File: src/hw/rtl/sas_pkg.sv
// ----------------------------------------------------------------------------
// sas_pkg
// Shared types and constants of the sprite animation sequencer.
// ----------------------------------------------------------------------------
package sas_pkg;

	localparam int MAX_SETS    = 8;
	localparam int MAX_FRAMES  = 16;
	localparam int SET_W       = $clog2(MAX_SETS);
	localparam int FRAME_W     = $clog2(MAX_FRAMES);
	localparam int CNT_W       = $clog2(MAX_SETS + 1);
	localparam int LEN_W       = 5;
	localparam int WEIGHT_W    = 8;
	localparam int DELAY_W     = 16;
	localparam int TIME_W      = 32;
	localparam int RND_W       = 16;
	localparam int SUM_W       = $clog2(MAX_SETS * ((1 << WEIGHT_W) - 1) + 1);
	localparam int DIV_CNT_W   = $clog2(RND_W);
	localparam int DLY_ADDR_W  = SET_W + FRAME_W;
	localparam int DLY_DEPTH   = MAX_SETS * MAX_FRAMES;
	localparam int CMD_W       = 3;
	localparam int MODE_W      = 2;
	localparam int CFG_IDX_W   = 2;
	localparam int CFG_DATA_W  = 4;

	localparam logic [CFG_IDX_W-1:0] CFG_ANIM_MODE = CFG_IDX_W'(0);
	localparam logic [CFG_IDX_W-1:0] CFG_SET_COUNT = CFG_IDX_W'(1);

	typedef enum logic [CMD_W-1:0] {
		CMD_TICK       = 3'd0,
		CMD_PLAY       = 3'd1,
		CMD_PAUSE      = 3'd2,
		CMD_RESET      = 3'd3,
		CMD_LOAD_SET   = 3'd4,
		CMD_LOAD_DELAY = 3'd5
	} cmd_t;

	typedef enum logic [MODE_W-1:0] {
		MODE_NONE   = 2'd0,
		MODE_ONCE   = 2'd1,
		MODE_LOOP   = 2'd2,
		MODE_RANDOM = 2'd3
	} mode_t;

	typedef enum logic [4:0] {
		OP_IDLE,
		OP_LATCH,
		OP_STOP,
		OP_RESET,
		OP_LOAD_SET,
		OP_LOAD_DELAY,
		OP_ADV_FRAME,
		OP_END_HALT,
		OP_END_NEXT,
		OP_END_STOP,
		OP_END_PICK,
		OP_SUM_INIT,
		OP_SUM_STEP,
		OP_DIV_INIT,
		OP_DIV_STEP,
		OP_WALK_STEP,
		OP_START,
		OP_OUT
	} dp_op_t;

	typedef struct packed {
		dp_op_t op;
	} sas_ctl_t;

	typedef struct packed {
		cmd_t  cmd;
		mode_t mode;
		logic  tick_go;
		logic  set_end;
		logic  last_set;
		logic  sum_done;
		logic  sum_zero;
		logic  div_done;
		logic  walk_go;
	} sas_stat_t;

endpackage

File: src/hw/rtl/sas_ctrl.sv
// ----------------------------------------------------------------------------
// sas_ctrl
// Sequencing state machine: decodes the request, steps the weighted pick and
// hands the result to the output register.
// ----------------------------------------------------------------------------
module sas_ctrl
	import sas_pkg::*;
(
	input  logic      clk,
	input  logic      arst_n,
	input  logic      in_valid,
	output logic      in_ready,
	output logic      out_valid,
	input  logic      out_ready,
	input  sas_stat_t stat,
	output sas_ctl_t  ctl
);

	typedef enum logic [2:0] {
		S_IDLE,
		S_EXEC,
		S_SUM,
		S_DIV,
		S_WALK,
		S_OUT
	} state_t;

	state_t state_q, state_d;
	logic   out_valid_q;
	dp_op_t op;

	always_comb begin
		op      = OP_IDLE;
		state_d = state_q;
		unique case (state_q)
			S_IDLE: begin
				if (in_valid) begin
					op      = OP_LATCH;
					state_d = S_EXEC;
				end
			end
			S_EXEC: begin
				state_d = S_OUT;
				unique case (stat.cmd)
					CMD_TICK: begin
						if (stat.tick_go && !stat.set_end) begin
							op = OP_ADV_FRAME;
						end else if (stat.tick_go) begin
							unique case (stat.mode)
								MODE_ONCE:   op = stat.last_set ? OP_END_HALT : OP_END_NEXT;
								MODE_LOOP:   op = OP_END_NEXT;
								MODE_RANDOM: begin
									op      = OP_END_PICK;
									state_d = S_SUM;
								end
								default:     op = OP_END_STOP;
							endcase
						end
					end
					CMD_PLAY: begin
						unique case (stat.mode)
							MODE_NONE:   op = OP_STOP;
							MODE_RANDOM: begin
								op      = OP_SUM_INIT;
								state_d = S_SUM;
							end
							default:     op = OP_START;
						endcase
					end
					CMD_PAUSE:      op = OP_STOP;
					CMD_RESET:      op = OP_RESET;
					CMD_LOAD_SET:   op = OP_LOAD_SET;
					CMD_LOAD_DELAY: op = OP_LOAD_DELAY;
					default:        op = OP_IDLE;
				endcase
			end
			S_SUM: begin
				if (!stat.sum_done) begin
					op = OP_SUM_STEP;
				end else if (stat.sum_zero) begin
					op      = OP_START;
					state_d = S_OUT;
				end else begin
					op      = OP_DIV_INIT;
					state_d = S_DIV;
				end
			end
			S_DIV: begin
				op = OP_DIV_STEP;
				if (stat.div_done) begin
					state_d = S_WALK;
				end
			end
			S_WALK: begin
				if (stat.walk_go) begin
					op = OP_WALK_STEP;
				end else begin
					op      = OP_START;
					state_d = S_OUT;
				end
			end
			S_OUT: begin
				if (!out_valid_q || out_ready) begin
					op      = OP_OUT;
					state_d = S_IDLE;
				end
			end
			default: state_d = S_IDLE;
		endcase
	end

	always_ff @(posedge clk or negedge arst_n) begin
		if (!arst_n) begin
			state_q     <= S_IDLE;
			out_valid_q <= 1'b0;
		end else begin
			state_q <= state_d;
			if (op == OP_OUT) begin
				out_valid_q <= 1'b1;
			end else if (out_ready) begin
				out_valid_q <= 1'b0;
			end
		end
	end

	assign in_ready  = (state_q == S_IDLE);
	assign out_valid = out_valid_q;
	assign ctl.op    = op;

endmodule

File: src/hw/rtl/sas_dp.sv
// ----------------------------------------------------------------------------
// sas_dp
// Datapath: set tables, frame delay memory, playback state, weight sum,
// bit-serial remainder and cumulative weight walk, output register.
// ----------------------------------------------------------------------------
module sas_dp
	import sas_pkg::*;
(
	input  logic                  clk,
	input  logic                  arst_n,
	input  sas_ctl_t              ctl,
	output sas_stat_t             stat,
	input  logic                  cfg_valid,
	input  logic [CFG_IDX_W-1:0]  cfg_index,
	input  logic [CFG_DATA_W-1:0] cfg_data,
	input  logic [CMD_W-1:0]      cmd,
	input  logic [TIME_W-1:0]     now_ms,
	input  logic [RND_W-1:0]      random_value,
	input  logic [SET_W-1:0]      set_index,
	input  logic [FRAME_W-1:0]    frame_index,
	input  logic [WEIGHT_W-1:0]   priority_req,
	input  logic [LEN_W-1:0]      frame_count,
	input  logic [DELAY_W-1:0]    delay_ms,
	output logic [SET_W-1:0]      current_set,
	output logic [FRAME_W-1:0]    current_frame,
	output logic                  playing,
	output logic                  frame_changed
);

	logic [WEIGHT_W-1:0] weight_mem [MAX_SETS];
	logic [LEN_W-1:0]    length_mem [MAX_SETS];
	logic [DELAY_W-1:0]  delay_mem  [DLY_DEPTH];

	mode_t               anim_mode_q;
	logic [CNT_W-1:0]    set_count_q;

	logic [CMD_W-1:0]    cmd_q;
	logic [TIME_W-1:0]   now_q;
	logic [RND_W-1:0]    rnd_q;
	logic [SET_W-1:0]    set_idx_q;
	logic [FRAME_W-1:0]  frame_idx_q;
	logic [WEIGHT_W-1:0] prio_q;
	logic [LEN_W-1:0]    fcount_q;
	logic [DELAY_W-1:0]  delay_q;

	logic [SET_W-1:0]    set_q;
	logic [FRAME_W-1:0]  frame_q;
	logic                running_q;
	logic [TIME_W-1:0]   last_q;
	logic                changed_q;

	logic [CNT_W-1:0]    idx_q;
	logic [SUM_W-1:0]    sum_q;
	logic [SUM_W-1:0]    cum_q;
	logic [SUM_W-1:0]    rem_q;
	logic [RND_W-1:0]    dvd_q;
	logic [DIV_CNT_W-1:0] dcnt_q;
	logic [DELAY_W-1:0]  delay_rd_q;

	logic [SET_W-1:0]    out_set_q;
	logic [FRAME_W-1:0]  out_frame_q;
	logic                out_playing_q;
	logic                out_changed_q;

	logic [CNT_W-1:0]    sets_n;
	logic [WEIGHT_W-1:0] w_rd;
	logic [LEN_W-1:0]    len_rd;
	logic [LEN_W-1:0]    frame_next;
	logic [CNT_W-1:0]    set_next;
	logic [TIME_W-1:0]   elapsed;
	logic [SUM_W:0]      div_try;
	logic [SUM_W:0]      div_sub;
	logic [SUM_W-1:0]    w_ext;
	logic [SET_W-1:0]    set_adv;

	always_comb begin
		if (set_count_q == '0) begin
			sets_n = CNT_W'(1);
		end else if (set_count_q > CNT_W'(MAX_SETS)) begin
			sets_n = CNT_W'(MAX_SETS);
		end else begin
			sets_n = set_count_q;
		end
	end

	assign w_rd       = weight_mem[idx_q[SET_W-1:0]];
	assign w_ext      = SUM_W'(w_rd);
	assign len_rd     = length_mem[set_q];
	assign frame_next = LEN_W'(frame_q) + LEN_W'(1);
	assign set_next   = CNT_W'(set_q) + CNT_W'(1);
	assign set_adv    = (set_next >= sets_n) ? '0 : set_next[SET_W-1:0];
	assign elapsed    = now_q - last_q;
	assign div_try    = {rem_q, dvd_q[RND_W-1]};
	assign div_sub    = div_try - {1'b0, sum_q};

	assign stat.cmd      = cmd_t'(cmd_q);
	assign stat.mode     = anim_mode_q;
	assign stat.tick_go  = running_q && (TIME_W'(delay_rd_q) < elapsed);
	assign stat.set_end  = (frame_next >= len_rd) || (frame_next >= LEN_W'(MAX_FRAMES));
	assign stat.last_set = (set_next >= sets_n);
	assign stat.sum_done = (idx_q == sets_n);
	assign stat.sum_zero = (sum_q == '0);
	assign stat.div_done = (dcnt_q == DIV_CNT_W'(RND_W - 1));
	assign stat.walk_go  = (cum_q < rem_q) && (idx_q < sets_n);

	// configuration and playback state
	always_ff @(posedge clk or negedge arst_n) begin
		if (!arst_n) begin
			anim_mode_q <= MODE_LOOP;
			set_count_q <= CNT_W'(1);
			set_q       <= '0;
			frame_q     <= '0;
			running_q   <= 1'b0;
			last_q      <= '0;
			changed_q   <= 1'b0;
		end else begin
			if (cfg_valid) begin
				unique case (cfg_index)
					CFG_ANIM_MODE: anim_mode_q <= mode_t'(cfg_data[MODE_W-1:0]);
					CFG_SET_COUNT: set_count_q <= cfg_data[CNT_W-1:0];
					default:       ;
				endcase
			end
			unique case (ctl.op)
				OP_LATCH:  changed_q <= 1'b0;
				OP_STOP:   running_q <= 1'b0;
				OP_RESET: begin
					running_q <= 1'b0;
					frame_q   <= '0;
				end
				OP_ADV_FRAME: begin
					frame_q   <= frame_next[FRAME_W-1:0];
					last_q    <= now_q;
					changed_q <= 1'b1;
				end
				OP_END_HALT: begin
					set_q     <= '0;
					running_q <= 1'b0;
					frame_q   <= '0;
					last_q    <= now_q;
					changed_q <= 1'b1;
				end
				OP_END_NEXT: begin
					set_q     <= set_adv;
					running_q <= 1'b1;
					frame_q   <= '0;
					last_q    <= now_q;
					changed_q <= 1'b1;
				end
				OP_END_STOP: begin
					running_q <= 1'b0;
					frame_q   <= '0;
					last_q    <= now_q;
					changed_q <= 1'b1;
				end
				OP_END_PICK: begin
					frame_q   <= '0;
					last_q    <= now_q;
					changed_q <= 1'b1;
				end
				OP_WALK_STEP: set_q <= idx_q[SET_W-1:0];
				OP_START: begin
					running_q <= 1'b1;
					last_q    <= now_q;
				end
				default: ;
			endcase
		end
	end

	// request fields, pick scratch and result register
	always_ff @(posedge clk) begin
		unique case (ctl.op)
			OP_LATCH: begin
				cmd_q       <= cmd;
				now_q       <= now_ms;
				rnd_q       <= random_value;
				set_idx_q   <= set_index;
				frame_idx_q <= frame_index;
				prio_q      <= priority_req;
				fcount_q    <= frame_count;
				delay_q     <= delay_ms;
			end
			OP_END_PICK, OP_SUM_INIT: begin
				idx_q <= '0;
				sum_q <= '0;
			end
			OP_SUM_STEP: begin
				sum_q <= sum_q + w_ext;
				idx_q <= idx_q + CNT_W'(1);
			end
			OP_DIV_INIT: begin
				rem_q  <= '0;
				dvd_q  <= rnd_q;
				dcnt_q <= '0;
				idx_q  <= '0;
				cum_q  <= '0;
			end
			OP_DIV_STEP: begin
				if (div_try >= {1'b0, sum_q}) begin
					rem_q <= div_sub[SUM_W-1:0];
				end else begin
					rem_q <= div_try[SUM_W-1:0];
				end
				dvd_q  <= {dvd_q[RND_W-2:0], 1'b0};
				dcnt_q <= dcnt_q + DIV_CNT_W'(1);
			end
			OP_WALK_STEP: begin
				cum_q <= cum_q + w_ext;
				idx_q <= idx_q + CNT_W'(1);
			end
			OP_OUT: begin
				out_set_q     <= set_q;
				out_frame_q   <= frame_q;
				out_playing_q <= running_q;
				out_changed_q <= changed_q;
			end
			default: ;
		endcase
	end

	// set tables
	always_ff @(posedge clk) begin
		if (ctl.op == OP_LOAD_SET) begin
			weight_mem[set_idx_q] <= prio_q;
			length_mem[set_idx_q] <= fcount_q;
		end
	end

	// frame delay memory
	always_ff @(posedge clk) begin
		if (ctl.op == OP_LOAD_DELAY) begin
			delay_mem[{set_idx_q, frame_idx_q}] <= delay_q;
		end
		delay_rd_q <= delay_mem[{set_q, frame_q}];
	end

	assign current_set   = out_set_q;
	assign current_frame = out_frame_q;
	assign playing       = out_playing_q;
	assign frame_changed = out_changed_q;

endmodule

File: src/hw/rtl/sprite_animation_sequencer_core.sv
// ----------------------------------------------------------------------------
// sprite_animation_sequencer_core
// Flow: a request passes the decode state S_EXEC and then the output state S_OUT;
// a weighted pick adds the weight sum, a bit-serial remainder of the 16-bit
// random value by that sum and the cumulative weight walk between the two.
// Throughput: one request at a time, stalled in S_OUT until out_ready.
// Reset: playback stopped at set 0 frame 0, loop mode, one set; tables undefined.
// ----------------------------------------------------------------------------
module sprite_animation_sequencer_core
	import sas_pkg::*;
(
	input  logic                  clk,
	input  logic                  arst_n,
	input  logic                  cfg_valid,
	output logic                  cfg_ready,
	input  logic [CFG_IDX_W-1:0]  cfg_index,
	input  logic [CFG_DATA_W-1:0] cfg_data,
	input  logic                  in_valid,
	output logic                  in_ready,
	input  logic [CMD_W-1:0]      cmd,
	input  logic [TIME_W-1:0]     now_ms,
	input  logic [RND_W-1:0]      random_value,
	input  logic [SET_W-1:0]      set_index,
	input  logic [FRAME_W-1:0]    frame_index,
	input  logic [WEIGHT_W-1:0]   priority_req,
	input  logic [LEN_W-1:0]      frame_count,
	input  logic [DELAY_W-1:0]    delay_ms,
	output logic                  out_valid,
	input  logic                  out_ready,
	output logic [SET_W-1:0]      current_set,
	output logic [FRAME_W-1:0]    current_frame,
	output logic                  playing,
	output logic                  frame_changed
);

	sas_ctl_t  ctl;
	sas_stat_t stat;

	assign cfg_ready = 1'b1;

	sas_ctrl u_ctrl (
		.clk       (clk),
		.arst_n    (arst_n),
		.in_valid  (in_valid),
		.in_ready  (in_ready),
		.out_valid (out_valid),
		.out_ready (out_ready),
		.stat      (stat),
		.ctl       (ctl)
	);

	sas_dp u_dp (
		.clk           (clk),
		.arst_n        (arst_n),
		.ctl           (ctl),
		.stat          (stat),
		.cfg_valid     (cfg_valid),
		.cfg_index     (cfg_index),
		.cfg_data      (cfg_data),
		.cmd           (cmd),
		.now_ms        (now_ms),
		.random_value  (random_value),
		.set_index     (set_index),
		.frame_index   (frame_index),
		.priority_req  (priority_req),
		.frame_count   (frame_count),
		.delay_ms      (delay_ms),
		.current_set   (current_set),
		.current_frame (current_frame),
		.playing       (playing),
		.frame_changed (frame_changed)
	);

	a_busy_after_accept: assert property (@(posedge clk) disable iff (!arst_n)
		in_valid && in_ready |=> !in_ready)
		else $error("request accepted while previous one in progress");

	a_stop_rewinds: assert property (@(posedge clk) disable iff (!arst_n)
		out_valid && frame_changed && !playing |-> current_frame == '0)
		else $error("playback stopped by a tick without rewinding frame");

	a_div_nonzero: assert property (@(posedge clk) disable iff (!arst_n)
		ctl.op == OP_DIV_INIT |-> !stat.sum_zero)
		else $error("remainder started with zero weight sum");

endmodule
File: config.mk
export PLATFORM = sky130hd
export DESIGN_NAME = sprite_animation_sequencer_core
export DESIGN_NICKNAME = d
export VERILOG_FILES = /design/src/hw/rtl/sas_pkg.sv /design/src/hw/rtl/sas_ctrl.sv /design/src/hw/rtl/sas_dp.sv /design/src/hw/rtl/sprite_animation_sequencer_core.sv
export SDC_FILE = /design/constraint.sdc
export NUM_CORES = 2
export LEC_CHECK = 0
export ABC_CLOCK_PERIOD_IN_PS = 6200
export BUFFER_PORTS_ARGS = -buffer_cell sky130_fd_sc_hd__buf_2
export CAP_MARGIN = 40
export CORE_MARGIN = 3
export CORE_UTILIZATION = 28
export DETAILED_ROUTE_END_ITERATION = 10
export PLACE_DENSITY = 0.48
export SYNTH_ARGS = -nofsm -noshare
export SYNTH_HDL_FRONTEND = slang
export SYNTH_SLANG_ARGS = --single-unit
File: constraint.sdc
create_clock -name clk -period 6.2 [get_ports clk]
set_input_delay 0.62 -clock clk [delete_from_list [all_inputs] [get_ports clk]]
set_output_delay 0.62 -clock clk [all_outputs]
set_load 0.02 [all_outputs]
# [After elaboration in Yosys (flattened, before gate mapping)]
# Memory sizes are Yosys's and may differ from the RTL's. A register that Yosys moved wholly into a read port is not among the register bits.
# Cells that the tools add are included.
[totals] regBits=204 latch_bits=0 mem_count=3 mem_bits_rw=2152 romBits=0 word_cells=161 inputBits=98
[memory_table] name="u_dp.delay_mem" depth=128 word_bits=16 rd=1 rd_ports_with_merged_regs=1 wr=1 line_no="sas_dp.sv:32" text="logic [DELAY_W-1:0] delay_mem [DLY_DEPTH];"
[memory_table] name="u_dp.weight_mem" depth=8 word_bits=8 rd=1 rd_ports_with_merged_regs=1 wr=1 line_no="sas_dp.sv:30" text="logic [WEIGHT_W-1:0] weight_mem [MAX_SETS];"
[memory_table] name="u_dp.length_mem" depth=8 word_bits=5 rd=1 rd_ports_with_merged_regs=0 wr=1 line_no="sas_dp.sv:31" text="logic [LEN_W-1:0] length_mem [MAX_SETS];"
[op_classes] n_bitwise=0 addsub=8 mux=44 div_mod_pow=0 shifts=0 n_lt_le_gt_ge=8 n_reduce_logical=33 eq_ne=38 n_mul=0
[ops] cell="11-bit one-hot mux with 2 select lines" n=3
[ops] cell="5-bit one-hot mux with 6 select lines" n=2
[ops] cell="5-bit by 4-bit equality test with 1-bit output (second input constant)" n=8
[ops] cell="3-bit 2-to-1 mux" n=11
[ops] cell="16-bit by 32-bit < comparator with 1-bit output" n=1
[ops] cell="16-bit one-hot mux with 2 select lines" n=1
[ops] cell="32-bit subtractor" n=1
[ops] cell="5-bit 2-to-1 mux" n=6
[ops] cell="4-bit one-hot mux with 2 select lines" n=3
[ops] cell="11-bit by 8-bit adder with 11-bit output" n=2
[ops] cell="5-bit by 3-bit equality test with 1-bit output (second input constant)" n=4
[ops] cell="3-bit one-hot mux with 6 select lines" n=1
[ops] cell="2-bit nonzero test" n=8
[ops] cell="5-bit one-hot mux with 3 select lines" n=1
[ops] cell="3-bit by 2-bit equality test with 1-bit output (second input constant)" n=4
[ops] cell="3-bit equality test (second input constant)" n=4
[ops] cell="12-bit by 11-bit greater-or-equal comparator with 1-bit output" n=1
[ops] cell="4-bit 2-to-1 mux" n=3
[ops] cell="11-bit zero test" n=1
[ops] cell="11-bit < comparator" n=1
[ops] cell="11-bit 2-to-1 mux" n=1
[ops] cell="11-bit subtractor" n=1
[ops] cell="5-bit by 2-bit equality test with 1-bit output (second input constant)" n=2
[ops] cell="5-bit equality test (second input constant)" n=2
[ops] cell="35 further kinds" n=59

# [Logic depth before layout (Yosys ltp)]
[logic_depth] depth_word=14 depth_mapped=25 ltp_nobuf=24

# [By module]
# Synthesis repeated with hierarchy kept, for this count alone.
[unflattened] hier_cells=4779 area_unflattened_um2=94804.7
[by_module_without_submodules] module="sas_dp" area_per_inst_um2=94169.1 seq_area_each_um2=70775.4 cells_per_inst=4693 n_inst=1
[by_module_without_submodules] module="sas_ctrl" area_per_inst_um2=624.3 seq_area_each_um2=100.1 cells_per_inst=84 n_inst=1
[by_module_without_submodules] module="sprite_animation_sequencer_core" area_per_inst_um2=11.3 seq_area_each_um2=0.0 cells_per_inst=2 n_inst=1

# [Worst setup path after synthesis]
# Ideal clock, no wire load.
[synth_timing] path_type="register -> register" from="register u_dp.now_q[0]" to="memory u_dp.length_mem[6][0] (enable)" stages_incl_launch_ff=24 setup_time_ns=0.417 t_required_ns=5.783 setup_slack_ns=0.526 path_buffers=1 arrival_time_ns=5.257 cell_sequence="edfxtp_1 -> inv_1 -> ha_1 -> inv_1 -> fa_1 -> a211oi_2 -> o21ai_1 -> nand3_1 -> nand2_1 -> a21o_1 -> a21oi_1 -> xor2_1 -> ha_1 -> nand2_1 -> o211ai_1 -> a21oi_1 -> a211o_1 -> nor4_1 -> nand4_1 -> nor4_2 -> a21oi_2 -> a21o_1 -> clkbuf_1 -> nor4_1"
[synth_between] elab_chain_len=10 elab_cells_between_ends=11 cone_classes="add/sub: 1; order compare: 1; eq/ne: 1; mux: 6; reduce/logical: 2"
[synth_lines] element="start: declaration" line_no="sas_dp.sv:38" text="logic [TIME_W-1:0] now_q;"
[synth_lines] element="start signal: assignment" line_no="sas_dp.sv:176" text="now_q <= now_ms;"
[synth_lines] element="32-bit subtractor (*)" line_no="sas_dp.sv:92" text="assign elapsed = now_q - last_q;"
[synth_lines] element="16-bit by 32-bit < comparator with 1-bit output (*)" line_no="sas_dp.sv:98" text="assign stat.tick_go = running_q && (TIME_W'(delay_rd_q) < elapsed);"
[synth_lines] element="1-bit logical AND (*)" line_no="sas_dp.sv:98"
[synth_lines] element="5-bit 2-to-1 mux / 1-bit logical AND (equally long branches)" line_no="sas_ctrl.sv:48, sas_ctrl.sv:46"
[synth_lines] element="5-bit 2-to-1 mux (*)" line_no="sas_ctrl.sv:46" text="if (stat.tick_go && !stat.set_end) begin"
[synth_lines] element="5-bit one-hot mux with 6 select lines (*)" line_no="sas_ctrl.sv:44" text="unique case (stat.cmd)"
[synth_lines] element="5-bit one-hot mux with 6 select lines (*)" line_no="sas_ctrl.sv:35" text="unique case (state_q)"
[synth_lines] element="5-bit by 3-bit equality test with 1-bit output (*)" line_no="sas_dp.sv:224" text="if (ctl.op == OP_LOAD_SET) begin"
[synth_lines] element="1-bit 2-to-1 mux (*)" line_no="sas_dp.sv:224"
[synth_lines] element="1-bit 2-to-1 mux (implied by the code) (*)" line_no="sas_dp.sv:226" text="length_mem[set_idx_q] <= fcount_q;"
[synth_lines] element="end: declaration" line_no="sas_dp.sv:31"
# Every way passes the cells marked *; elsewhere a longest branch is shown, timed or not.

# [Final worst setup path]
[layout_timing] from="register u_dp.now_q[0]" to="memory u_dp.delay_mem[113][3] (enable)"
[layout_between] elab_chain_len=10 elab_cells_between_ends=11 cone_classes="add/sub: 1; order compare: 1; eq/ne: 1; mux: 6; reduce/logical: 2"
[layout_lines] element="32-bit subtractor (*)" line_no="sas_dp.sv:92"
[layout_lines] element="16-bit by 32-bit < comparator with 1-bit output (*)" line_no="sas_dp.sv:98"
[layout_lines] element="1-bit logical AND (*)" line_no="sas_dp.sv:98"
[layout_lines] element="5-bit 2-to-1 mux / 1-bit logical AND (equally long branches)" line_no="sas_ctrl.sv:48, sas_ctrl.sv:46"
[layout_lines] element="5-bit 2-to-1 mux (*)" line_no="sas_ctrl.sv:46"
[layout_lines] element="5-bit one-hot mux with 6 select lines (*)" line_no="sas_ctrl.sv:44"
[layout_lines] element="5-bit one-hot mux with 6 select lines (*)" line_no="sas_ctrl.sv:35"
[layout_lines] element="5-bit by 3-bit equality test with 1-bit output (*)" line_no="sas_dp.sv:232" text="if (ctl.op == OP_LOAD_DELAY) begin"
[layout_lines] element="1-bit 2-to-1 mux (*)" line_no="sas_dp.sv:232"
[layout_lines] element="1-bit 2-to-1 mux (implied by the code) (*)" line_no="sas_dp.sv:233" text="delay_mem[{set_idx_q, frame_idx_q}] <= delay_q;"
[layout_lines] element="end: declaration" line_no="sas_dp.sv:32"
# Marks and branches as above.

==> impl_metrics.env <==
export IMPL_outcome="finished clean"
export IMPL_dp_hpwl_um=164000
export IMPL_placementRows=214
export IMPL_postCtsSetupBuffers=0
export IMPL_cp_max_fo=16
export IMPL_ys_seq_elements=2375
export IMPL_setup_slack_ps=503
export IMPL_grtUsageMet2=0.239
export IMPL_cts_sinks=2375
export IMPL_clock_fmax_mhz=176
export IMPL_cts_made_buffers=247
export IMPL_clkLatencyLatePin_ps=920
export IMPL_drt_iter0_drc=4973
export IMPL_die_area_mm2=0.349
export IMPL_hp_class="in -> reg"
export IMPL_ys_warn_count=0
export IMPL_worst_pin_slew_ps=1280
export IMPL_slew_viol_final=0
export IMPL_ios=110
export IMPL_synth_cells=5281
export IMPL_relSlewSlack=0.149
export IMPL_initial_utilization=0.281
export IMPL_use_met3=0.0191
export IMPL_met1_usage=0.222
export IMPL_grt_first_pass_wirelength_um=386000
export IMPL_antenna_found_initial=11
export IMPL_cts_path_max_buffers=4
export IMPL_drive_gt1_frac=0.216
export IMPL_drt_pass1_iterations=5
export IMPL_die_x_um=591
export IMPL_final_hold_viol_count=0
export IMPL_track_usage=0.151
export IMPL_synth_top_cell_by_area="edfxtp_1"
export IMPL_drc=0
export IMPL_clkTransAtPathRegs_ps=60
export IMPL_clockRootBuffer="clkbuf_16"
export IMPL_grt_pass1_vias=51000
export IMPL_worstSetupPathType="reg -> reg"
export IMPL_async_flop_share=0.0215
export IMPL_synth_area_mm2=0.0957
export IMPL_viasPerCell=4.88
export IMPL_syn_area_per_cell_um2=18.1
export IMPL_yosysTopAreaCellShare=0.723
export IMPL_grt_max_degree=129
export IMPL_die_y_um=591
export IMPL_setup_violations=0
export IMPL_final_antenna_net_count=0
export IMPL_crit_required_ps=6800
export IMPL_grt_busiest_layer="met2"
export IMPL_yosysSeqAreaShare=0.741
export IMPL_finalPower_mw=44.1
export IMPL_drt_wirelength_per_cell_um=25.9
export IMPL_p_leak_nw=35.3
export IMPL_rsz0062_at_grt="false"
export IMPL_synth_edf_count=2305
export IMPL_start_kind="flop"
export IMPL_port_buffers=108
export IMPL_htree_num_levels=4
export IMPL_pre_cts_ws_ps=188
export IMPL_tritoncts="done"
export IMPL_syn_to_final_growth_pct=18.1
export IMPL_min_period_over_period=0.919
export IMPL_cp_arrival_ps=6300
export IMPL_nets=5960
export IMPL_powerDensity_mw_per_mm2=390
export IMPL_post_route_min_period_ps=5700
export IMPL_syn_num_nets=5488
export IMPL_core_mm2=0.340
export IMPL_grt_overflow=0
export IMPL_end_kind="flop"
export IMPL_routed_wl_um=271000
export IMPL_synthDistinctLibCells=84
export IMPL_synth_area_top_cells="edfxtp_1, mux4_2, mux2i_1"
export IMPL_vias=51200
export IMPL_ir_drop_mv=0.357
export IMPL_timing_hold_ws_ps=90.8
export IMPL_setup_tns_ps=0
export IMPL_synthFlopType="edfxtp_1"
export IMPL_gp_congestion=0.816
export IMPL_skew_ps=99.8
export IMPL_fin_util=0.332
export IMPL_cap_violations=0
-- worst max-delay path, cell delays in order, from the launching register on --
cell and delay (ps):
edfxtp_1 380, inv_1 80, ha_1 170, inv_1 60
fa_1 430, a211oi_2 280, o21ai_2 150, nand3_1 110
nand2_1 100, a21o_1 210, a21oi_1 170, xor2_1 90
ha_1 300, nand2_1 60, o211ai_1 180, a21oi_1 140
a211o_1 240, nor4_1 250, nand4_1 160, nor4_2 240
a21oi_2 130, a21o_1 190, and3_2 310, nand2_1 300
buf_4 330, nor2_1 80, buf_4 240
-- sequential cells by signal (all words and copies together), names as in the netlist, 4 cells and up, named ones only --
register	flops
u_dp.cum_q	11
u_dp.current_frame	4
u_dp.dcnt_q	4
u_dp.delay_mem	2048
u_dp.delay_q	16
u_dp.delay_rd_q	16
u_dp.dvd_q	16
u_dp.fcount_q	5
u_dp.frame_idx_q	4
u_dp.frame_q	4
u_dp.idx_q	4
u_dp.last_q	32
u_dp.length_mem	40
u_dp.now_q	32
u_dp.prio_q	8
u_dp.rem_q	11
u_dp.rnd_q	16
u_dp.set_count_q	4
u_dp.sum_q	11
u_dp.weight_mem	64
-- per-stage QoR --
step           area (um^2)  cells
4_1_cts             113000  10500
3_3_place_gp        104000   9940
6_report            113000  10500
5_1_grt             113000  10500
3_5_place_dp        104000   9947
2_1_floorplan        95700   5281
-- cells in the final DEF, fill, tap and decap left out, types with 31 or more instances in the layout --
cell	n
a211oi_1	68
a21o_1	45
a21oi_1	288
buf_12	73
buf_2	108
buf_4	214
clkbuf_1	47
clkbuf_16	249
clkinv_1	57
clkinv_2	44
dfrtp_1	42
dlygate4sd3_1	93
edfxtp_1	2305
ha_1	105
inv_1	88
mux2_2	145
mux2i_1	384
mux4_2	319
nand2_1	211
nand3_1	31
nor2_1	207
o21ai_0	168
o221ai_1	123
o22ai_1	122
-- layer usage --
layer,vias to the layer above,routed length [um]
met2,1532,126000
met4,2,5240
li1,22300,-
met5,-,13
met1,27000,125000
met3,298,14900
-- cells in the mapped netlist (15+ instances only) --
cell type,count
nor2_1,214
xnor2_1,28
o221ai_1,123
ha_1,105
a21o_1,45
mux2i_1,384
o211ai_1,15
nand2_1,212
nand4_1,21
mux2_2,145
clkbuf_1,187
o21ai_0,168
nor2b_1,30
mux4_2,319
o22ai_1,122
dfxtp_1,19
edfxtp_1,2305
inv_1,89
dfrtp_1,49
nand2b_1,21
and2_1,15
nor3_1,18
nand3_1,31
mux2_4,30
a211oi_1,68
a21oi_1,288
buf_1,76
-- worst paths after layout --
check	startpoint	to	slack [ps]	depth (start not counted)
worst max-delay path	u_dp.now_q[0]$_DFFE_PN_	u_dp.delay_mem[113][3]$_DFFE_PP_	500	26
worst min-delay path	out_ready	u_ctrl.out_valid$_DFFE_PN0P_	90	3
worst max register to register	u_dp.now_q[0]$_DFFE_PN_	u_dp.delay_mem[113][3]$_DFFE_PP_	500	26
worst min register to register	u_dp.changed_q$_DFFE_PN0P_	u_dp.frame_changed$_DFFE_PP_	490	0
max in group asynchronous	arst_n	u_dp.frame_q[2]$_DFFE_PN0P_	5200	3
min in group asynchronous	arst_n	u_dp.last_q[26]$_DFFE_PN0P_	430	3
-- where the power goes --
part           internal, mW  switching (mW)  total (mW)
combinational          4.07            6.34        10.4
sequential             18.6           0.413        19.0
clock                  8.50            6.18        14.7
-- timing repair --
action,CTS,global route
endpoints found under the setup margin,0,1501
hold buffers,93,0
hold endpoints to repair,142,0
gates resized for setup,0,10
-- logic make-up (layout without fill, tap and decap cells) --
| group | count (synthesis) | in the layout | synth area share |
|---|---|---|---|
| compound gates | 914 | 914 | 0.0608 |
| xor+xnor | 42 | 42 | 0.00384 |
| fa+ha+maj | 109 | 109 | 0.0146 |
| buf+inv | 362 | 1034 | 0.0149 |
| flops | 2375 | 2375 | 0.741 |
| mux | 880 | 880 | 0.137 |
| other cells | 1 | 5 | 0.0000392 |
| simple gates | 598 | 598 | 0.0278 |
-- layout make-up --
| class | instances | area [um^2] |
|---|---|---|
| fill | 32400 | 227000 |
| sequential | 2375 | 70900 |
| multi-input combinational | 2544 | 23400 |
| clock buffer | 300 | 6460 |
| tap | 4536 | 5680 |
| timing repair buffer | 495 | 4660 |
| clock inverter | 149 | 1470 |
| inverter | 90 | 340 |
| antenna | 4 | 10.0 |
Power figures use the tool's default switching activity.
